==> src/sv/assert_macros.svh <==
// Assertion helpers shared by the scorer RTL.
`ifndef ASSERT_MACROS_SVH
`define ASSERT_MACROS_SVH

// Same-cycle implication, disabled while reset is asserted.
`define ASSERT_IMPLY(lbl, clk, rst_n, ante, cons, msg) \
    lbl: assert property (@(posedge clk) disable iff (!rst_n) (ante) |-> (cons)) \
        else $error(msg);

// Next-cycle implication, disabled while reset is asserted.
`define ASSERT_NEXT(lbl, clk, rst_n, ante, cons, msg) \
    lbl: assert property (@(posedge clk) disable iff (!rst_n) (ante) |=> (cons)) \
        else $error(msg);

`endif

==> src/sv/bcls_ram.sv <==
// ---------------------------------------------------------------------------
// bcls_ram
// Simple dual-port RAM, one write port, one read port with registered data.
// ---------------------------------------------------------------------------
module bcls_ram #(
    parameter int WIDTH = 16,
    parameter int DEPTH = 256
) (
    input  logic                     i_clk,
    input  logic                     i_we,
    input  logic [$clog2(DEPTH)-1:0] i_waddr,
    input  logic [WIDTH-1:0]         i_wdata,
    input  logic                     i_re,
    input  logic [$clog2(DEPTH)-1:0] i_raddr,
    output logic [WIDTH-1:0]         o_rdata
);

    logic [WIDTH-1:0] r_mem [DEPTH];
    logic [WIDTH-1:0] r_rdata;

    always_ff @(posedge i_clk) begin
        if (i_we) begin
            r_mem[i_waddr] <= i_wdata;
        end
        if (i_re) begin
            r_rdata <= r_mem[i_raddr];
        end
    end

    assign o_rdata = r_rdata;

endmodule

==> config.mk <==
export PLATFORM = sky130hd
export DESIGN_NAME = bcls_ram
export DESIGN_NICKNAME = d
export VERILOG_FILES = /design/src/sv/assert_macros.svh /design/src/sv/bcls_ram.sv
export SDC_FILE = /design/constraint.sdc
export NUM_CORES = 2
export LEC_CHECK = 0
export BUFFER_PORTS_ARGS = -buffer_cell sky130_fd_sc_hd__buf_2
export CORE_ASPECT_RATIO = 1.75
export CORE_MARGIN = 2
export CORE_UTILIZATION = 47
export DETAILED_ROUTE_END_ITERATION = 6
export HOLD_SLACK_MARGIN = 0.06
export PLACE_DENSITY = 0.59
export SYNTH_ARGS = -nofsm -noshare
export SYNTH_HDL_FRONTEND = slang
export SYNTH_SLANG_ARGS = --single-unit
export TNS_END_PERCENT = 100
==> constraint.sdc <==
create_clock -name i_clk -period 4.6 [get_ports i_clk]
set_input_delay 0.69 -clock i_clk [delete_from_list [all_inputs] [get_ports i_clk]]
set_output_delay 0.69 -clock i_clk [all_outputs]
set_load 0.01 [all_outputs]
==> qor.txt <==
Run status = finished, violations left
Failing checks = capacitance limit, slew limit
Core area = 337000 µm²
Max Clk Rate = 256 MHz
DP Wirelength = 287 mm
Inst Count DP = 12000
Pwr/cell area = 421 nW/µm²
CP Launch Type = input port
Post-synth top flop = edfxtp_1
Clock-pin slew on the worst setup and hold paths = 70 ps
Clock latency at the later pin of the worst-skew pair = 940 ps
Max cap viols = 1
Area leader, netlist = edfxtp_1
Pleak = 57.1 nW
Synth Warn # = 0
Crit. End Element = flop
Worst min path class = in -> reg
Syn_nets = 7395
Setup Skew = 31.6 ps
Slew HR = -0.00587
Core Util, Final = 0.534
Final WL = 449 mm
Cell row count = 282
Post-route worst setup slack = 695 ps
Async S/R FF share, synth = 0
Pin count of the biggest net entering global routing = 141
Post-synthesis sequential area ratio = 0.777
# nets final = 7992
Gate Count Post-Synth = 7360
I/O pin cnt = 51
Layout area overhead = 13.1%
Vias per cell = 6.20
Total GRT Usage = 0.260
CTS tree = built
Total CTS buffers = 359
Die Area = 343000 µm²
DRT Pass-1 Iters = 6
Filler cells = 25700
Initial Util = 0.472
Synth Cell Area = 159000 µm²
Crit Path Max Fanout = 33
First-pass GRT wire length = 628 mm
Synth area leaders = edfxtp_1 78%, mux4_2 11%, mux2i_1 3.6%
Die Width = 444 µm
RR Endpoint = o_rdata[2]
Critical Path Start = i_raddr[0]
Total gr overflow = 0
Crit share post-route = 0.849
PortBufs = 50
CP arrival = 4660 ps
GP Congestion = 0.880
Initial antenna violation count = 25
H-tree lvl count = 5
Drc violations = 0
Worst-Margin Slew = 1510 ps
Slew Limit Fails = 2
Die height = 773 µm
Total Power = 75.7 mW
Post-CTS Hold Buffers = 0
Post-CTS Repair Setup Buffers = 0
CTS-repair resized insts = 0
Reg-to-reg setup timing slack = 1150 ps
Setup Crit Path Kind = in -> reg
Critical Path Sink = o_rdata[0]
Root buffer cell = clkbuf_16
Worst Reg-to-Reg Cells = 8
Minimum clock period = 3900 ps
Sink Count = 4112
Vias in the first global route = 80600
Top-area cell type share of the netlist area = 0.777
Routed len/inst = 35.5 µm
Crit Reg-Reg Startpoint = r_mem[143][2]
Avg Cell Area, Syn = 21.6 µm²
Number of synthesized flops with an enable pin = 4112
Clock Tree Buf Depth = 4
Final setup fails = 0
Pre-CTS setup slack = -182 ps
Non-Filler Instances = 12700
Share of post-route cells with drive strength above 1 = 0.259
Vias = 78500
Post-route antenna net violation count = 0
Max VDD drop = 0.318 mV
Post-synthesis cell type count = 51
Iter 0 DRT Violations = 8800
Data required time of the worst path = 5350 ps
Register bit total from synthesis = 4112
Final hold violations = 0
RSZ-0062 raised after global routing = no
## report_power, final
part,internal [mW],switching (mW)
Sequential,41.3,0.0483
Combinational,1.41,2.68
Clock,16.8,13.5
Total,59.5,16.2
## worst min-delay path by stage
stage / startpoint / endpoint / slack (ps) / depth (start not counted)
global route: i_wdata[10] / r_mem[134][10] / 170 / 1
finish: i_wdata[10] / r_mem[134][10] / 170 / 1
detailed placement: i_wdata[1] / r_mem[228][1] / 1130 / 1
global placement: i_wdata[1] / r_mem[228][1] / 1120 / 1
CTS: i_wdata[10] / r_mem[134][10] / 130 / 1
floorplan: i_wdata[0] / r_mem[0][0] / 790 / 0
## placed cells by master (no fill, tap or decap), types with 66 or more instances in the layout
| master | n |
|---|---|
| mux4_2 | 797 |
| buf_4 | 557 |
| o22ai_1 | 148 |
| nor2_1 | 267 |
| mux2_2 | 88 |
| clkbuf_1 | 66 |
| a21oi_1 | 175 |
| o221ai_1 | 252 |
| clkinv_1 | 81 |
| nor3_1 | 87 |
| mux2i_1 | 565 |
| buf_12 | 81 |
| clkbuf_16 | 370 |
| edfxtp_1 | 4112 |
## synth_stat cells (27+ instances only)
library cell     n
nand3_1         35
mux2_2          88
nand2_1         38
nor2_1         304
o22ai_1        148
a221oi_1        28
o21ai_0         37
buf_1           27
buf_6           77
buf_2           76
o221ai_1       252
a22o_1          32
a21oi_1        175
mux4_2         797
nor3_1          92
mux2i_1        565
a22oi_1         43
clkbuf_1       230
edfxtp_1      4112
## metal layers
metal / vias up / track usage / routed length [µm]
met5: - / 0 / 54
met4: 8 / 0.167 / 34600
met3: 847 / 0.0342 / 24500
met2: 3006 / 0.454 / 233000
met1: 42200 / 0.302 / 158000
li1: 32400 / - / -
## state kept, by name, summed over array words and instances (netlist names)
register,count
o_rdata,16
r_mem,4096
## critical path, stage by stage
cell	delay, ps
buf_12	320
buf_12	280
buf_12	280
buf_4	500
mux2i_1	150
o22ai_1	330
mux2i_1	230
a22oi_1	1150
nand4_1	220
nor4_1	320
## through the flow
step	TNS, ps	area, µm²	hold WS [ps]
floorplan	0	159000	789
CTS	0	180000	128
finish	0	180000	167
global route	0	180000	167
global placement	-1970	168000	1120
detailed placement	-472	168000	1130
## kinds of logic after synthesis
kind of cell | synth area share
flops | 0.777
mux | 0.155
compound gates | 0.0353
simple gates | 0.0157
buf+inv | 0.0169
## cell type report
| type | count | area, µm² | share of cell area |
|---|---|---|---|
| antenna | 15 | 37.5 | 0.000209 |
| clock buffer | 436 | 9510 | 0.0529 |
| clock inverter | 204 | 1980 | 0.0110 |
| inverter | 4 | 27.5 | 0.000153 |
| multi-input combinational | 2792 | 32900 | 0.183 |
| sequential | 4112 | 123000 | 0.687 |
| tap | 4402 | 5510 | 0.0306 |
| timing repair buffer | 688 | 6250 | 0.0348 |
No activity file was read; power rests on OpenSTA's default activity.
