[src/sv/assert_macros.svh]
// Assertion helpers shared by the scorer RTL.
`ifndef ASSERT_MACROS_SVH
`define ASSERT_MACROS_SVH

// Same-cycle implication, disabled while reset is asserted.
`define ASSERT_IMPLY(lbl, clk, rst_n, ante, cons, msg) \
    lbl: assert property (@(posedge clk) disable iff (!rst_n) (ante) |-> (cons)) \
        else $error(msg);

// Next-cycle implication, disabled while reset is asserted.
`define ASSERT_NEXT(lbl, clk, rst_n, ante, cons, msg) \
    lbl: assert property (@(posedge clk) disable iff (!rst_n) (ante) |=> (cons)) \
        else $error(msg);

`endif

[src/sv/bcls_pkg.sv]
// ---------------------------------------------------------------------------
// bcls_pkg
// Shared types, defaults and helpers of the boosted cascade LUT scorer.
// ---------------------------------------------------------------------------
package bcls_pkg;

    localparam int DEF_NUM_BINS   = 256;
    localparam int DEF_GROUP_SIZE = 10;
    localparam int DEF_MAX_STAGES = 256;

    localparam int          TABLE_STAGES  = 256;
    localparam logic [8:0]  STAGES_RESET  = 9'd150;
    localparam int          RECIP_SHIFT   = 16;

    typedef enum logic [1:0] {
        CMD_WEIGHT    = 2'd0,
        CMD_THRESHOLD = 2'd1,
        CMD_START     = 2'd2,
        CMD_FEATURE   = 2'd3
    } t_cmd;

    typedef enum logic [1:0] {
        CFG_STAGES    = 2'd0,
        CFG_GATE_EN   = 2'd1,
        CFG_DEV_THR   = 2'd2
    } t_cfg_reg;

    // Control beat handed from the front end to the scoring stage.
    typedef struct packed {
        logic       valid;
        logic       start;
        logic       feat;
        logic       last;
        logic       bound;
        logic [8:0] count;
    } t_s1;

    typedef struct packed {
        logic              face;
        logic signed [31:0] score;
        logic [8:0]        count;
    } t_res;

    // Stage count clamped to the table and rounded down to whole groups.
    // Division by the group size is a multiply by its scaled reciprocal.
    function automatic logic [8:0] eff_count(
        input logic [8:0]  n,
        input logic [16:0] recip,
        input logic [6:0]  grp,
        input logic [8:0]  tabs
    );
        logic [8:0]  c;
        logic [25:0] p;
        logic [8:0]  q;
        logic [15:0] m;
        c = (n > tabs) ? tabs : n;
        p = {17'd0, c} * {9'd0, recip};
        q = p[RECIP_SHIFT+8:RECIP_SHIFT];
        m = {7'd0, q} * {9'd0, grp};
        return m[8:0];
    endfunction

endpackage

[src/sv/bcls_front.sv]
// ---------------------------------------------------------------------------
// bcls_front
// Command decode, table write and read addressing, stage and group tracking.
// ---------------------------------------------------------------------------
`include "assert_macros.svh"

module bcls_front #(
    parameter int NUM_BINS   = bcls_pkg::DEF_NUM_BINS,
    parameter int GROUP_SIZE = bcls_pkg::DEF_GROUP_SIZE,
    parameter int MAX_STAGES = bcls_pkg::DEF_MAX_STAGES,
    localparam int TAB_STG   = (MAX_STAGES < bcls_pkg::TABLE_STAGES) ?
                               MAX_STAGES : bcls_pkg::TABLE_STAGES,
    localparam int STG_W     = $clog2(TAB_STG),
    localparam int BIN_W     = $clog2(NUM_BINS),
    localparam int WADDR_W   = STG_W + BIN_W
) (
    input  logic                 i_clk,
    input  logic                 i_rst_n,
    input  logic                 i_accept,
    input  logic [1:0]           i_command,
    input  logic [7:0]           i_stage_index,
    input  logic [7:0]           i_bin_index,
    input  logic [7:0]           i_feature_value,
    input  logic [31:0]          i_window_deviation,
    input  logic [8:0]           i_eff,
    output logic                 o_w_we,
    output logic [WADDR_W-1:0]   o_w_waddr,
    output logic                 o_w_re,
    output logic [WADDR_W-1:0]   o_w_raddr,
    output logic                 o_t_we,
    output logic [STG_W-1:0]     o_t_waddr,
    output logic                 o_t_re,
    output logic [STG_W-1:0]     o_t_raddr,
    output bcls_pkg::t_s1        o_s1,
    output logic [31:0]          o_dev
);

    localparam int GRP_W = (GROUP_SIZE > 1) ? $clog2(GROUP_SIZE) : 1;

    bcls_pkg::t_cmd   cmd;
    logic             stage_ok;
    logic             bin_ok;
    logic             feat_big;
    logic [BIN_W-1:0] feat_bin;
    logic [8:0]       stage_inc;
    logic             bound;

    logic             r_active, n_active;
    logic [8:0]       r_stage,  n_stage;
    logic [GRP_W-1:0] r_grp,    n_grp;
    bcls_pkg::t_s1    r_s1,     n_s1;
    logic [31:0]      r_dev;

    assign cmd      = bcls_pkg::t_cmd'(i_command);
    assign stage_ok = {1'b0, i_stage_index} < 9'(TAB_STG);
    assign bin_ok   = {1'b0, i_bin_index} < 9'(NUM_BINS);
    assign feat_big = {1'b0, i_feature_value} >= 9'(NUM_BINS);
    assign feat_bin = feat_big ? BIN_W'(NUM_BINS - 1) : i_feature_value[BIN_W-1:0];
    assign stage_inc = r_stage + 9'd1;
    assign bound     = r_grp == GRP_W'(GROUP_SIZE - 1);

    // Table writes land at their own beat; later reads see them.
    assign o_w_we    = i_accept && (cmd == bcls_pkg::CMD_WEIGHT) && stage_ok && bin_ok;
    assign o_w_waddr = {i_stage_index[STG_W-1:0], i_bin_index[BIN_W-1:0]};
    assign o_t_we    = i_accept && (cmd == bcls_pkg::CMD_THRESHOLD) && stage_ok;
    assign o_t_waddr = i_stage_index[STG_W-1:0];

    assign o_w_re    = i_accept && (cmd == bcls_pkg::CMD_FEATURE);
    assign o_w_raddr = {r_stage[STG_W-1:0], feat_bin};
    assign o_t_re    = o_w_re;
    assign o_t_raddr = r_stage[STG_W-1:0];

    always_comb begin
        n_active = r_active;
        n_stage  = r_stage;
        n_grp    = r_grp;
        n_s1     = '0;
        if (i_accept) begin
            case (cmd)
                bcls_pkg::CMD_START: begin
                    n_stage      = 9'd0;
                    n_grp        = '0;
                    n_active     = i_eff != 9'd0;
                    n_s1.valid   = 1'b1;
                    n_s1.start   = 1'b1;
                    n_s1.last    = i_eff == 9'd0;
                end
                bcls_pkg::CMD_FEATURE: begin
                    if (r_active) begin
                        n_stage    = stage_inc;
                        n_grp      = bound ? '0 : r_grp + GRP_W'(1);
                        n_active   = stage_inc < i_eff;
                        n_s1.valid = 1'b1;
                        n_s1.feat  = 1'b1;
                        n_s1.last  = stage_inc >= i_eff;
                        n_s1.bound = bound;
                        n_s1.count = stage_inc;
                    end
                end
                default: begin
                end
            endcase
        end
    end

    always_ff @(posedge i_clk) begin
        if (!i_rst_n) begin
            r_active <= 1'b0;
            r_stage  <= 9'd0;
            r_grp    <= '0;
            r_s1     <= '0;
        end else begin
            r_active <= n_active;
            r_stage  <= n_stage;
            r_grp    <= n_grp;
            r_s1     <= n_s1;
        end
    end

    always_ff @(posedge i_clk) begin
        if (i_accept && (cmd == bcls_pkg::CMD_START)) begin
            r_dev <= i_window_deviation;
        end
    end

    assign o_s1  = r_s1;
    assign o_dev = r_dev;

    `ASSERT_IMPLY(a_grp_range, i_clk, i_rst_n, 1'b1, r_grp <= GRP_W'(GROUP_SIZE - 1),
        "group counter out of range")
    `ASSERT_NEXT(a_start_clears, i_clk, i_rst_n, i_accept && (cmd == bcls_pkg::CMD_START),
        (r_stage == 9'd0) && (r_grp == '0) && r_s1.start, "start did not clear the stage count")

endmodule

[config.mk]
export PLATFORM = sky130hd
export DESIGN_NAME = bcls_front
export DESIGN_NICKNAME = d
export VERILOG_FILES = /design/src/sv/bcls_pkg.sv /design/src/sv/bcls_front.sv
export VERILOG_INCLUDE_DIRS = /design/src /design/src/sv
export SDC_FILE = /design/constraint.sdc
export NUM_CORES = 1
export LEC_CHECK = 0
export BUFFER_PORTS_ARGS = -buffer_cell sky130_fd_sc_hd__clkbuf_2
export CORE_AREA = 2 2 83 85
export CTS_CLUSTER_SIZE = 25
export DETAILED_ROUTE_END_ITERATION = 10
export DIE_AREA = 0 0 85 87
export MAX_ROUTING_LAYER = met4
export PLACE_DENSITY = 0.77
export REMOVE_ABC_BUFFERS = 1
export SYNTH_ARGS = -nofsm -noshare
export SYNTH_HDL_FRONTEND = slang
export SYNTH_SLANG_ARGS = --single-unit
[constraint.sdc]
create_clock -name i_clk -period 2.86 [get_ports i_clk]
set_clock_uncertainty 0.05 [all_clocks]
set_input_delay 0.572 -clock i_clk [delete_from_list [all_inputs] [get_ports i_clk]]
set_output_delay 0.572 -clock i_clk [all_outputs]
set_load 0.02 [all_outputs]
==> results.cfg <==
[placement]
dp_hpwl_um = 4640
gp_congestion = 0.791
place_ws_ns = 0.483
port_buffers = 111

[logic_synthesis]
ys_ff_latch = 60
synth_area_mm2 = 0.00264
synthCells = 215
seq_area_frac_synth = 0.575
ys_warn_count = 0
syn_area_per_cell_um2 = 12.3
ys_types = 37

[route]
dr.pass1.iters = 4
vias_per_cell = 4.80
antenna_left = 0
wire_per_inst_um = 15.5
vias = 1794
drtIter0Drc = 50
drcViolationCount = 0
drt-total-wl_um = 5790

[final_layout]
final_net_count = 371
postLayoutCoreUtil = 0.481
area_growth_pct = 19.5
n_antenna_cell = 0
drive_above_1_share = 0.480

[power]
p_int_uw = 1460
pwr-share-comb = 0.075
peakVddDrop_uv = 364
power.switching_uw = 396
switching_share = 0.213
clkPwrFrac = 0.416
total_power_uw = 1850
p_leak_uw = 0.00156
p_per_area_mw_per_mm2 = 587
pwr-share-seq = 0.509

[timing]
worst_pin_slew_ns = 0.381
finalCritPeriodShare = 0.851
rsz0062_at_grt = false
max_freq_mhz = 411
worst_slew_margin_rel = 0.746
min_period_ns = 2.43
final-hold-violation-count = 0
tns_ns = 0
fin_ws_ns = 0.425
finalSetupViolations = 0
drv_slew = 0

[critical_path]
path_class = flop to flop
cp-end-kind = flop
crit_family = compound AO/OA/AOI/OAI gates
cpPeakStageDelay_ns = 0.45
crit_slowest_cell = dfxtp_1
crit_required_ns = 3.04
critPathLaunchType = flop
worstPathArrival_ns = 2.62
worstPathMaxFanout = 7
cp_cell_sequence = ha_1, nand3_1, nor2_1, xor2_1, ha_1, nand4_1, nor2_1, a211oi_1, a31oi_1, a211oi_1
path_buf_inv = 0

[floorplan]
die_y_um = 87
die_area_mm2 = 0.00740
pin_count = 168
die_w_um = 85
initial_core_util = 0.402
core_mm2 = 0.00657
rows = 30

[global_routing]
antenna_found_initial = 0
globalRoute.totalOverflow = 0
grt_max_degree = 33
grt_pass1_vias = 1727
gr-usage-all-layers = 0.161
grt_first_pass_wirelength_um = 8630

[clocking]
cts_tree = built
cts_sinks = 60
clkLatencyLatePin_ns = 0.33
path_clk_slew_ns = 0.07
postCtsSetupBuffers = 0
cts-root-buf = clkbuf_8
ctsResizeCount = 0
cts_hold_buf = 0
htreeDepth = 3
cts_buffer_depth = 2
cts_buffers = 9

[min_path]
hold_path_class = input port to flop

[job]
cap_violations = 0

[run_status]
status = finished clean
worst reg2reg max path, stage by stage, from the launching register on:
cell and delay [ns]:
dfxtp_1 0.45, ha_1 0.25, nand3_1 0.13, nor2_1 0.16
xor2_1 0.20, ha_1 0.28, nand4_1 0.10, nor2_1 0.07
a211oi_1 0.28, a31oi_1 0.13, a211oi_1 0.24
registers in the layout, indices dropped and copies added, names as in the netlist:
register	flops
r_stage	9
o_dev	32
r_grp	4
r_active	1
o_s1	14
cells in the final DEF (no fill, tap or decap), types with 2 or more instances in the layout:
cell	instances
and4_1	2
nor3_1	2
dfxtp_1	28
o21ai_1	2
nand3_1	4
ha_1	12
clkbuf_16	2
clkbuf_1	2
xnor2_1	4
nand2_1	4
and2_1	6
a211oi_1	3
inv_2	2
nor2_1	9
inv_1	12
buf_4	2
edfxtp_1	32
xor2_1	6
clkbuf_2	111
nand4_1	5
clkbuf_8	11
nor2_2	3
a21oi_1	3
a21o_1	9
metrics by stage:
stage	cell area, µm²	hold WS (ns)	cells
5_1_grt	3160	0.352	374
4_1_cts	3160	0.354	374
3_3_place_gp	2940	0.419	358
2_1_floorplan	2270	0.396	165
3_5_place_dp	2940	0.415	358
6_report	3160	0.369	374
synth_stat cells (all sizes together):
master | n | area, µm²
buf | 50 | 375
edfxtp | 32 | 961
dfxtp | 28 | 561
inv | 14 | 52.6
nor2 | 13 | 61.3
ha | 12 | 150
a21o | 9 | 67.6
and2 | 7 | 45.1
xor2 | 6 | 52.6
nand2 | 5 | 21.3
nand3 | 5 | 37.5
nand4 | 5 | 31.3
a21oi | 4 | 31.3
xnor2 | 4 | 35.0
a211oi | 3 | 22.5
and3 | 3 | 25.0
and4 | 2 | 17.5
nor3 | 2 | 10.0
o21ai | 2 | 10.0
a22o | 1 | 8.76
a31oi | 1 | 6.26
a41oi | 1 | 16.3
and3b | 1 | 10.0
nand3b | 1 | 7.51
nor2b | 1 | 6.26
nor3b | 1 | 7.51
nor4 | 1 | 6.26
o21bai | 1 | 7.51
worst paths after layout:
kind	startpoint	to	slack, ns	cells after the start
worst max register to register	r_stage[1]	r_active	0.43	10
worst max-delay path	r_stage[1]	r_active	0.43	10
worst min register to register	r_stage[8]	r_stage[8]	0.43	1
worst min-delay path	i_window_deviation[9]	o_dev[9]	0.37	1
logic make-up after synthesis:
kind of cell | share of synthesized area
buf+inv | 0.162
flops | 0.575
simple gates | 0.108
compound gates | 0.0644
fa+ha+maj | 0.0568
xor+xnor | 0.0331
power groups by stage:
stage	combinational, µW	clock [µW]	sequential (µW)
finish	138	772	944
global placement	136	0	963
global route	152	829	946
CTS	140	797	945
floorplan	37.7	0	994
detailed placement	139	0	963
layer usage:
| layer | vias up | track usage | part of all wire |
|---|---|---|---|
| met4 | 0 | 0.0693 | 0.016 |
| met3 | 9 | 0.0872 | 0.12 |
| li1 | 841 | - | - |
| met1 | 826 | 0.192 | 0.44 |
| met5 | - | - | 0 |
| met2 | 118 | 0.226 | 0.42 |
layout make-up:
| type | count | area, µm² |
|---|---|---|
| Fill cell | 586 | 3410 |
| Sequential cell | 60 | 1520 |
| Multi-Input combinational cell | 91 | 697 |
| Timing Repair Buffer | 113 | 571 |
| Clock buffer | 15 | 209 |
| Tap cell | 80 | 100 |
| Inverter | 14 | 52.6 |
| Clock inverter | 1 | 8.76 |
Power figures use the tool's default switching activity.
