**config.mk**
```make
export PLATFORM = sky130hd
export DESIGN_NAME = bcls_score
export DESIGN_NICKNAME = d
export VERILOG_FILES = /design/src/sv/bcls_pkg.sv /design/src/sv/bcls_score.sv
export VERILOG_INCLUDE_DIRS = /design/src /design/src/sv
export SDC_FILE = /design/constraint.sdc
export NUM_CORES = 1
export LEC_CHECK = 0
export BUFFER_PORTS_ARGS = -buffer_cell sky130_fd_sc_hd__buf_2
export CAP_MARGIN = 20
export CORE_ASPECT_RATIO = 2
export CORE_MARGIN = 10
export CORE_UTILIZATION = 34
export CTS_BUF_LIST = sky130_fd_sc_hd__clkbuf_8
export CTS_CLUSTER_DIAMETER = 30
export CTS_CLUSTER_SIZE = 10
export DETAILED_ROUTE_END_ITERATION = 12
export PLACE_DENSITY = 0.68
export SLEW_MARGIN = 40
export SYNTH_ARGS = -nofsm -noshare
export SYNTH_HDL_FRONTEND = slang
export SYNTH_SLANG_ARGS = --single-unit
```
**constraint.sdc**
```tcl
create_clock -name i_clk -period 7.6 [get_ports i_clk]
set_input_delay 1.52 -clock i_clk [delete_from_list [all_inputs] [get_ports i_clk]]
set_output_delay 1.52 -clock i_clk [all_outputs]
set_load 0.01 [all_outputs]
```
**src/sv/assert_macros.svh**
```systemverilog
// Assertion helpers shared by the scorer RTL.
`ifndef ASSERT_MACROS_SVH
`define ASSERT_MACROS_SVH

// Same-cycle implication, disabled while reset is asserted.
`define ASSERT_IMPLY(lbl, clk, rst_n, ante, cons, msg) \
    lbl: assert property (@(posedge clk) disable iff (!rst_n) (ante) |-> (cons)) \
        else $error(msg);

// Next-cycle implication, disabled while reset is asserted.
`define ASSERT_NEXT(lbl, clk, rst_n, ante, cons, msg) \
    lbl: assert property (@(posedge clk) disable iff (!rst_n) (ante) |=> (cons)) \
        else $error(msg);

`endif

```
**src/sv/bcls_pkg.sv**
```systemverilog
// ---------------------------------------------------------------------------
// bcls_pkg
// Shared types, defaults and helpers of the boosted cascade LUT scorer.
// ---------------------------------------------------------------------------
package bcls_pkg;

    localparam int DEF_NUM_BINS   = 256;
    localparam int DEF_GROUP_SIZE = 10;
    localparam int DEF_MAX_STAGES = 256;

    localparam int          TABLE_STAGES  = 256;
    localparam logic [8:0]  STAGES_RESET  = 9'd150;
    localparam int          RECIP_SHIFT   = 16;

    typedef enum logic [1:0] {
        CMD_WEIGHT    = 2'd0,
        CMD_THRESHOLD = 2'd1,
        CMD_START     = 2'd2,
        CMD_FEATURE   = 2'd3
    } t_cmd;

    typedef enum logic [1:0] {
        CFG_STAGES    = 2'd0,
        CFG_GATE_EN   = 2'd1,
        CFG_DEV_THR   = 2'd2
    } t_cfg_reg;

    // Control beat handed from the front end to the scoring stage.
    typedef struct packed {
        logic       valid;
        logic       start;
        logic       feat;
        logic       last;
        logic       bound;
        logic [8:0] count;
    } t_s1;

    typedef struct packed {
        logic              face;
        logic signed [31:0] score;
        logic [8:0]        count;
    } t_res;

    // Stage count clamped to the table and rounded down to whole groups.
    // Division by the group size is a multiply by its scaled reciprocal.
    function automatic logic [8:0] eff_count(
        input logic [8:0]  n,
        input logic [16:0] recip,
        input logic [6:0]  grp,
        input logic [8:0]  tabs
    );
        logic [8:0]  c;
        logic [25:0] p;
        logic [8:0]  q;
        logic [15:0] m;
        c = (n > tabs) ? tabs : n;
        p = {17'd0, c} * {9'd0, recip};
        q = p[RECIP_SHIFT+8:RECIP_SHIFT];
        m = {7'd0, q} * {9'd0, grp};
        return m[8:0];
    endfunction

endpackage

```
**src/sv/bcls_score.sv**
```systemverilog
// ---------------------------------------------------------------------------
// bcls_score
// Running-score accumulate, group threshold check, decision and output buffer.
// ---------------------------------------------------------------------------
`include "assert_macros.svh"

module bcls_score (
    input  logic               i_clk,
    input  logic               i_rst_n,
    input  bcls_pkg::t_s1      i_s1,
    input  logic signed [15:0] i_weight,
    input  logic signed [31:0] i_thresh,
    input  logic [31:0]        i_dev,
    input  logic               i_gate_en,
    input  logic [31:0]        i_dev_thr,
    output logic               o_room,
    output logic               o_valid,
    input  logic               i_ready,
    output bcls_pkg::t_res     o_res
);

    logic signed [32:0] sum_wide;
    logic signed [31:0] sum_sat;
    logic               gate_ok;
    logic               reject;
    logic               emit;
    bcls_pkg::t_res     res;

    logic               r_done,  n_done;
    logic signed [31:0] r_score, n_score;
    logic               r_ov,    n_ov;
    logic               r_sv,    n_sv;
    bcls_pkg::t_res     r_o,     n_o;
    bcls_pkg::t_res     r_s,     n_s;

    assign sum_wide = {r_score[31], r_score} + 33'(i_weight);
    always_comb begin
        if (sum_wide[32] != sum_wide[31]) begin
            sum_sat = sum_wide[32] ? 32'sh8000_0000 : 32'sh7FFF_FFFF;
        end else begin
            sum_sat = sum_wide[31:0];
        end
    end

    assign gate_ok = !i_gate_en || (i_dev > i_dev_thr);
    assign reject  = i_s1.bound && (sum_sat < i_thresh);

    always_comb begin
        n_done    = r_done;
        n_score   = r_score;
        emit      = 1'b0;
        res.face  = 1'b0;
        res.score = r_score;
        res.count = i_s1.count;
        if (i_s1.valid && i_s1.start) begin
            n_score   = '0;
            n_done    = i_s1.last;
            emit      = i_s1.last;
            res.face  = gate_ok;
            res.score = '0;
        end else if (i_s1.valid && i_s1.feat && !r_done) begin
            n_score   = sum_sat;
            emit      = reject || i_s1.last;
            n_done    = emit;
            res.face  = !reject && gate_ok;
            res.score = sum_sat;
        end
    end

    // Output register plus skid slot; drain first, then take the new result.
    always_comb begin
        n_ov = r_ov;
        n_sv = r_sv;
        n_o  = r_o;
        n_s  = r_s;
        if (r_ov && i_ready) begin
            if (r_sv) begin
                n_o  = r_s;
                n_sv = 1'b0;
            end else begin
                n_ov = 1'b0;
            end
        end
        if (emit) begin
            if (!n_ov) begin
                n_ov = 1'b1;
                n_o  = res;
            end else begin
                n_sv = 1'b1;
                n_s  = res;
            end
        end
    end

    always_ff @(posedge i_clk) begin
        if (!i_rst_n) begin
            r_done  <= 1'b1;
            r_score <= '0;
            r_ov    <= 1'b0;
            r_sv    <= 1'b0;
        end else begin
            r_done  <= n_done;
            r_score <= n_score;
            r_ov    <= n_ov;
            r_sv    <= n_sv;
        end
    end

    always_ff @(posedge i_clk) begin
        r_o <= n_o;
        r_s <= n_s;
    end

    // Hold input while the beat in flight might find no slot.
    assign o_room  = !r_sv && !(i_s1.valid && r_ov && !i_ready);
    assign o_valid = r_ov;
    assign o_res   = r_o;

    `ASSERT_IMPLY(a_skid_order, i_clk, i_rst_n, r_sv, r_ov, "skid slot full with output empty")
    `ASSERT_IMPLY(a_no_overflow, i_clk, i_rst_n, emit && r_sv, r_ov && i_ready,
        "result arrived with no free slot")

endmodule

```
==> results.ini, run 1 <==
[outcome]
status=finished clean

[power_and_ir_drop]
p_int_mw=1.137
irDropWorstVdd_mv=0.06966
total_power_mw=1.640
switching_share=0.3067
cellPowerDensity_nw_per_um2=160.1
clockPowerShare=0.362
sequentialPowerShare=0.426
combPwrFrac=0.212
switching_power_uw=502.9
p_leak_nw=5.317

[final_layout]
area_growth_pct=19.56
layout.nets=1356
fin_area_um2=10240
fin_cells=1480
layout-drive-gt1-share=0.2336

[setup_path]
worst_path_largest_cell_delay_ns=0.55
ff2ff_setup_slack_ns=1.66
path_max_fanout=29
crit_path_start=i_weight[15]
path_class=in -> reg
crit_required_ns=7.96
cp-start-kind=input pin
r2r_start=r_score[0]
cp-end-kind=flop
slowest_stage=o21a_1
cp.arrival_ns=7.20
crit_chain=buf_2 -> ha_1 -> and4_1 -> a221oi_1 -> o21ai_1 -> a21oi_1 -> o21a_1 -> buf_4 -> nand2_1 -> ha_1 -> a211oi_1 -> o21ai_0 -> a221o_1 -> o2111ai_1 -> a2111oi_0 -> a221o_1 -> a22o_1 -> nor2_4 -> buf_12 -> mux2_2

[routing]
drt_iter0_markers=427
routed_wl_um=27250
vias=7789
drc_errors=0
via_per_inst=5.263
drt-wirelength-per-cell_um=18.41
detail_route.first_pass.iterations=5
ant_nets=0

[placed_design]
place_area_um2=9832
dp_slack_ns=0.3531
dp_hpwl_um=22090
dp.cells=1447
gp_congestion=0.9701
port_buffers=173

[floorplanning]
die-area_um2=32320
rows=82
die_h_um=244.4
start_util=0.3435
ios=174
die_x_um=132.2
core-area_um2=24930

[hold_path]
hp-start=r_score[13]
worstHoldPathType=reg -> reg

[sta]
tns_ns=0
drv_slew=0
setup_viol=0
relSlewSlack=0.5078
rsz0062_at_grt=no
layout_min_cycle_time_ns=6.838
fmax_ghz=0.1463
worst_slack_ns=0.7625
finalCritPeriodShare=0.8997
fin_worst_skew_ns=0.01321
tightest_slew_ns=0.7384
finalHoldViolations=0

[run]
drv_cap=0

[yosys]
seq_area_frac_synth=0.3273
synthXorXnorAreaFrac=0.02250
syn_inst=962
synth_most_common_cell=inv_1
synth-simple-area-share=0.1471
yosys-top-cells-count=inv_1, nand2_1, ha_1, dfxtp_1, a21oi_1
async_reset_ff_frac=0
synth.net_count=1188
ys.warnings.count=0
syn_area_per_cell_um2=8.901
synth_area_leader_cell=dfxtp_1
synth_top_family_by_area=compound AO/OA/AOI/OAI gates
synthAdderAreaFrac=0.1423
synth.area.mux_share=0.1090
synth_compound_area_frac=0.1864
ys_types=65
synth-seq-cells=119
synth_edf_count=42
synth.area.top_cells=dfxtp_1, edfxtp_1, ha_1
synth_ff_type=dfxtp_1
synth_top_area_share=0.1800
syn_area_um2=8563

[cts]
clk_path_buf_depth=2
cts.sinks=119
path_clk_slew_ns=0.08
insertion_delay_ns=0.48
cts_made_buffers=17
cts.repair.resized=0
cts_tree=done
ctsHoldBuffers=0
htree_levels=4
cts_setup_buffers=0
root_buffer=clkbuf_8

[global_routing]
overflow=0
grt_pass1_vias=8209
grt_first_pass_wirelength_um=42950
grt_max_degree=30
track_usage=0.1668
antenna_found_initial=2

[per-stage QoR]
stage	utilization	hold slack (ns)
after CTS	0.4106	0.5023
after floorplan	-	0.4622
after detailed placement	0.3944	0.4889
after global routing	0.4107	0.5300
final	0.4107	0.4985
after global placement	0.3942	0.4784
[power groups by stage]
stage | Sequential [mW] | Clock [mW] | Combinational [mW]
CTS | 0.698 | 0.607 | 0.350
floorplan | 0.723 | 0 | 0.208
detailed placement | 0.713 | 0 | 0.349
finish | 0.698 | 0.593 | 0.348
global placement | 0.711 | 0 | 0.343
global route | 0.701 | 0.638 | 0.389
[area by class of cell]
cell class | instances | area, um^2
inverter | 100 | 375.4
fill | 2500 | 14690
antenna | 1 | 2.502
sequential | 119 | 2803
clock buffer | 17 | 234.0
multi-input combinational | 705 | 5225
clock inverter | 15 | 170.2
tap | 336 | 420.4
timing repair buffer | 187 | 1008
[flip-flops by register name (all words and copies together) (netlist names)]
name     count
r_score     32
o_valid      1
r_s         42
o_res       42
r_sv         1
r_done       1
[cells in the final DEF (no fill, tap or decap), types with 26 or more instances in the layout]
cell and n:
dfxtp_1 77, ha_1 95, nand2_1 99, o21ai_0 41, a21oi_1 61, inv_1 99
nor2_1 57, mux2i_1 46, buf_2 173, edfxtp_1 42, mux2_2 26
[per-layer routing]
layer / global-route usage / vias to the layer above / part of all wire / wire length [um]
met5: 0 / - / 0.00026 / 7
met4: 0.09915 / 2 / 0.056 / 1535
met3: 0.04025 / 88 / 0.049 / 1331
met2: 0.3247 / 244 / 0.54 / 14810
met1: 0.1507 / 3648 / 0.35 / 9559
li1: - / 3807 / - / -
[critical path, delay by kind of cell]
kind / cells / cell delay [ns]
AO/OA/AOI/OAI: 11 / 3.20
buffers and inverters: 3 / 0.94
adder cells (fa/ha/maj): 2 / 0.67
AND/OR/NAND/NOR: 3 / 0.48
multiplexers: 1 / 0.37
[worst paths after layout]
| check | cells after the start | to |
|---|---|---|
| worst max register to register | 22 | o_res[34] |
| worst max-delay path | 20 | o_res[34] |
| worst min-delay path | 2 | r_score[13] |
| worst min register to register | 2 | r_score[13] |
[kinds of logic after synthesis]
| family | Yosys count |
|---|---|
| and+or+nand+nor | 266 |
| AOI/OAI and AO/OA | 232 |
| buffers and inverters | 138 |
| DFF | 119 |
| adders and majority gates | 97 |
| muxes | 88 |
| xor gates and xnor gates | 22 |
No activity file was read; power rests on OpenSTA's default activity.
==> inputs of run 2 (changes only) <==
==> constraint.sdc (replaced) <==
create_clock -name i_clk -period 7.6 [get_ports i_clk]
set_input_delay 0.76 -clock i_clk [delete_from_list [all_inputs] [get_ports i_clk]]
set_output_delay 0.76 -clock i_clk [all_outputs]
set_load 0.01 [all_outputs]
==> results.ini, run 2 (synthesis gave the netlist of run 1 again) <==
[setup_path]
crit_required_ns=7.74
cp-end-kind=flop
rr_worst_depth=22
path_class=reg -> reg
path_max_fanout=22
reg2reg_to=r_s[12]
cp-start-kind=flop
ff2ff_setup_slack_ns=1.27
r2r_start=r_score[0]
cp.arrival_ns=6.47
cp-endpoint=r_s[12]
crit_path_start=r_score[0]

[global_routing]
overflow=0
grt_first_pass_wirelength_um=42420
track_usage=0.1641
antenna_found_initial=1
grt_max_degree=35
grt_pass1_vias=8209

[cts]
root_buffer=clkbuf_8
cts_tree=done
cts.repair.resized=0
htree_levels=4
insertion_delay_ns=0.47
clk_path_buf_depth=2
path_clk_slew_ns=0.08
cts.sinks=119
cts_made_buffers=17
cts_setup_buffers=0
ctsHoldBuffers=0

[sta]
rsz0062_at_grt=no
finalCritPeriodShare=0.8330
fin_worst_skew_ns=0.01606
tightest_slew_ns=0.7345
setup_viol=0
drv_slew=0
fin_hold_ws_ns=0.4765
fmax_ghz=0.1580
worst_slack_ns=1.269
relSlewSlack=0.5091
layout_min_cycle_time_ns=6.331
finalHoldViolations=0
tns_ns=0

[final_layout]
fin_cells=1475
layout-drive-gt1-share=0.2311
mostFrequentLayoutCell=buf_2
final_cell_mix=buf_2, inv_1, nand2_1
fillers=2508
area_growth_pct=18.66
layout.nets=1351

[placed_design]
gp_congestion=0.9331
dp_hpwl_um=22100
port_buffers=173
dp_slack_ns=0.8508
dp.cells=1442

[routing]
drt-wirelength-per-cell_um=18.25
detail_route.first_pass.iterations=5
drt_iter0_markers=471
routed_wl_um=26930
via_per_inst=5.251
drc_errors=0
ant_nets=0
vias=7745

[floorplanning]
rows=82
core-area_um2=24930
ios=174
die-area_um2=32320
start_util=0.3435
die_x_um=132.2
die_h_um=244.4

[outcome]
status=finished clean

[run]
drv_cap=0

[hold_path]
worstHoldPathType=in -> reg

[power_and_ir_drop]
irDropWorstVdd_mv=0.09396
cellPowerDensity_nw_per_um2=158.4
p_leak_nw=5.287

run 2: cell types whose count changed in the layout (fill, tap and decap cells not counted), sizes merged:
| cell | before | now |
|---|---|---|
| buf | 187 | 182 |
| clkinvlp | 5 | 4 |
| clkbuf | 17 | 19 |
| clkinv | 4 | 5 |
| inv | 104 | 102 |
run 2: report_power, final:
part / total, mW / switching [mW] / internal [mW]
Clock: 0.567 / 0.262 / 0.305
Combinational: 0.345 / 0.192 / 0.153
Sequential: 0.698 / 0.0128 / 0.685
Total: 1.61 / 0.467 / 1.14
run 2: metal layers:
metal / part of all wire / vias up / GRT usage
li1: - / 3792 / -
met1: 0.36 / 3621 / 0.1548
met2: 0.54 / 251 / 0.3160
met3: 0.049 / 81 / 0.03450
met4: 0.049 / 0 / 0.09590
met5: 0 / - / 0
run 2: worst max-delay path, cell delays in order (launching register included):
cell and delay (ns):
dfxtp_1 0.37, ha_1 0.21, inv_1 0.06, fa_1 0.40, nor2b_1 0.17, o2111ai_1 0.17, and3_1 0.22, o21ai_1 0.58
a211o_1 0.26, a22o_1 0.62, nand2_1 0.15, nand2_1 0.12, ha_1 0.24, o21ai_0 0.28, a21oi_1 0.07, a21oi_1 0.19
o31a_1 0.24, nor4bb_1 0.41, and3_1 0.26, nand4_1 0.13, and2_1 0.21, nor2_4 0.26, buf_4 0.36
run 2: cell type report:
cell class	instances	area, um^2	share of cell area
clock inverter	13	131.4	0.01293
antenna	1	2.502	0.0002463
multi-input combinational	705	5234	0.5151
tap	336	420.4	0.04137
clock buffer	19	261.5	0.02574
timing repair buffer	182	933.4	0.09186
inverter	100	375.4	0.03694
sequential	119	2803	0.2758
run 2: how the worst min path moves through the flow:
stage	start	endpoint	slack [ns]	cells after the start
global placement	r_score[14]	r_score[14]	0.48	2
finish	i_s1[6]	r_s[6]	0.48	1
CTS	i_s1[6]	r_s[6]	0.44	1
floorplan	r_score[13]	r_score[13]	0.46	2
detailed placement	r_score[13]	r_score[13]	0.48	2
global route	i_s1[0]	r_s[0]	0.46	1
run 2: stage by stage:
stage	total power, mW	util	cell area [um^2]
finish	1.610	0.4076	10160
global route	1.696	0.4076	10160
CTS	1.632	0.4075	10160
detailed placement	1.058	0.3917	9766
global placement	1.052	0.3912	9754
floorplan	0.9311	-	8563
==> inputs of run 3 (changes only) <==
clock period = 5.7 ns   (was 7.6 ns; I/O delays follow)
==> results.ini, run 3 (synthesis gave the netlist of run 1 again) <==
[outcome]
status=finished clean

[final_layout]
finish.utilization=0.4368
fillers=2472
final_cell_mix=buf_2, inv_1, nand2_1
mostFrequentLayoutCell=buf_2
layout-drive-gt1-share=0.2824
layout.nets=1431
area_growth_pct=27.16

[sta]
fin_worst_skew_ns=0.01704
drv_slew=0
fin_hold_ws_ns=0.2792
layout_min_cycle_time_ns=5.391
tightest_slew_ns=0.6760
finalHoldViolations=0
relSlewSlack=0.5483
finalCritPeriodShare=0.9458
setup_viol=0
fmax_ghz=0.1855

[routing]
drt-wirelength-per-cell_um=17.76
detail_route.first_pass.iterations=6
vias=8053
routed_wl_um=27630
ant_nets=0
drt_iter0_markers=405
drc_errors=0
via_per_inst=5.175

[placed_design]
port_buffers=173
gp_congestion=0.9684
dp_hpwl_um=23230

[global_routing]
track_usage=0.1679
overflow=0
grt_max_degree=31
antenna_found_initial=2
grt_first_pass_wirelength_um=43350
grt_pass1_vias=8497

[cts]
htree_levels=4
path_clk_slew_ns=0.08
cts_made_buffers=17
cts_tree=done
root_buffer=clkbuf_8
insertion_delay_ns=0.48
cts.sinks=119
clk_path_buf_depth=2

[setup_path]
cp-start-kind=flop
path_max_fanout=17
r2r_start=r_score[0]
ff2ff_setup_slack_ns=0.31
worst_path_largest_cell_delay_ns=0.41
cp.arrival_ns=5.79
slowest_stage=fa_1
cp-end-kind=flop
crit_path_start=r_score[0]
crit_required_ns=6.10
crit_chain=ha_1 -> inv_1 -> fa_1 -> nor2b_1 -> o2111ai_1 -> and3_1 -> o21ai_1 -> buf_4 -> a211o_1 -> a22o_1 -> o21a_1 -> nand2b_1 -> ha_1 -> o21ai_0 -> o21ai_0 -> a221o_1 -> o2111ai_1 -> a2111oi_0 -> a221o_1 -> a22o_1 -> nor2_4 -> buf_12 -> buf_4 -> mux2i_1
path_class=reg -> reg

[floorplanning]
rows=82
die_h_um=244.4
start_util=0.3435
core-area_um2=24930
die_x_um=132.2
die-area_um2=32320
ios=174

[hold_path]
hp-start=i_s1[7]
worstHoldPathType=in -> reg

[power_and_ir_drop]
p_leak_nw=5.731
irDropWorstVdd_mv=0.1251
cellPowerDensity_nw_per_um2=205.5

[run]
drv_cap=0

run 3: per-stage QoR:
step	setup slack [ns]	TNS (ns)	power [mW]	area, um^2	std cells
after global placement	0.05749	0	1.451	10450	1522
after floorplan	0.02274	0	1.242	8573	962
final	0.3092	0	2.238	10890	1556
after global routing	-0.007657	-0.06431	2.348	10890	1556
after detailed placement	-0.02268	-0.7833	1.464	10460	1522
after CTS	0.3591	0	2.255	10870	1554
run 3: worst max-delay path, delay by kind of cell (launching register included):
family	cells	cell delay (ns)
buf+inv	4	0.61
simple gates	4	0.69
flops	1	0.35
fa+ha+maj	3	0.87
compound gates	12	2.59
mux	1	0.20
run 3: path summary, 6_finish.rpt:
| check | to | depth (start not counted) |
|---|---|---|
| worst max-delay path | o_res[20] | 24 |
| worst min-delay path | r_s[7] | 1 |
| worst max register to register | o_res[20] | 24 |
| worst min register to register | r_score[14] | 2 |
run 3: layout make-up:
cell class | count | area [um^2] | share of cell area
clock buffers | 19 | 261.5 | 0.02401
diodes | 2 | 5.005 | 0.0004596
inverters | 100 | 375.4 | 0.03447
well taps | 336 | 420.4 | 0.03861
clock inverters | 13 | 145.1 | 0.01333
flip-flops and latches | 119 | 2803 | 0.2574
repair buffers | 262 | 1634 | 0.1501
multi-input cells | 705 | 5245 | 0.4817
run 3: repair_timing:
item,in CTS,in global routing
gates resized for setup,0,3
setup buffers,0,0
hold buffers,0,0
setup endpoints to repair,0,80
run 3: routing by layer:
metal / routed length [um] / vias up / part of all wire / track usage
li1: - / 3955 / - / -
met1: 9951 / 3762 / 0.36 / 0.1566
met2: 15070 / 251 / 0.55 / 0.3221
met3: 1013 / 85 / 0.037 / 0.03429
met4: 1593 / 0 / 0.058 / 0.1073
met5: 0 / - / 0 / 0
run 3: power breakdown:
group | internal [mW] | total (mW) | switching, mW
logic | 0.245 | 0.512 | 0.266
clock network | 0.416 | 0.795 | 0.379
registers | 0.913 | 0.931 | 0.0184
total | 1.57 | 2.24 | 0.664
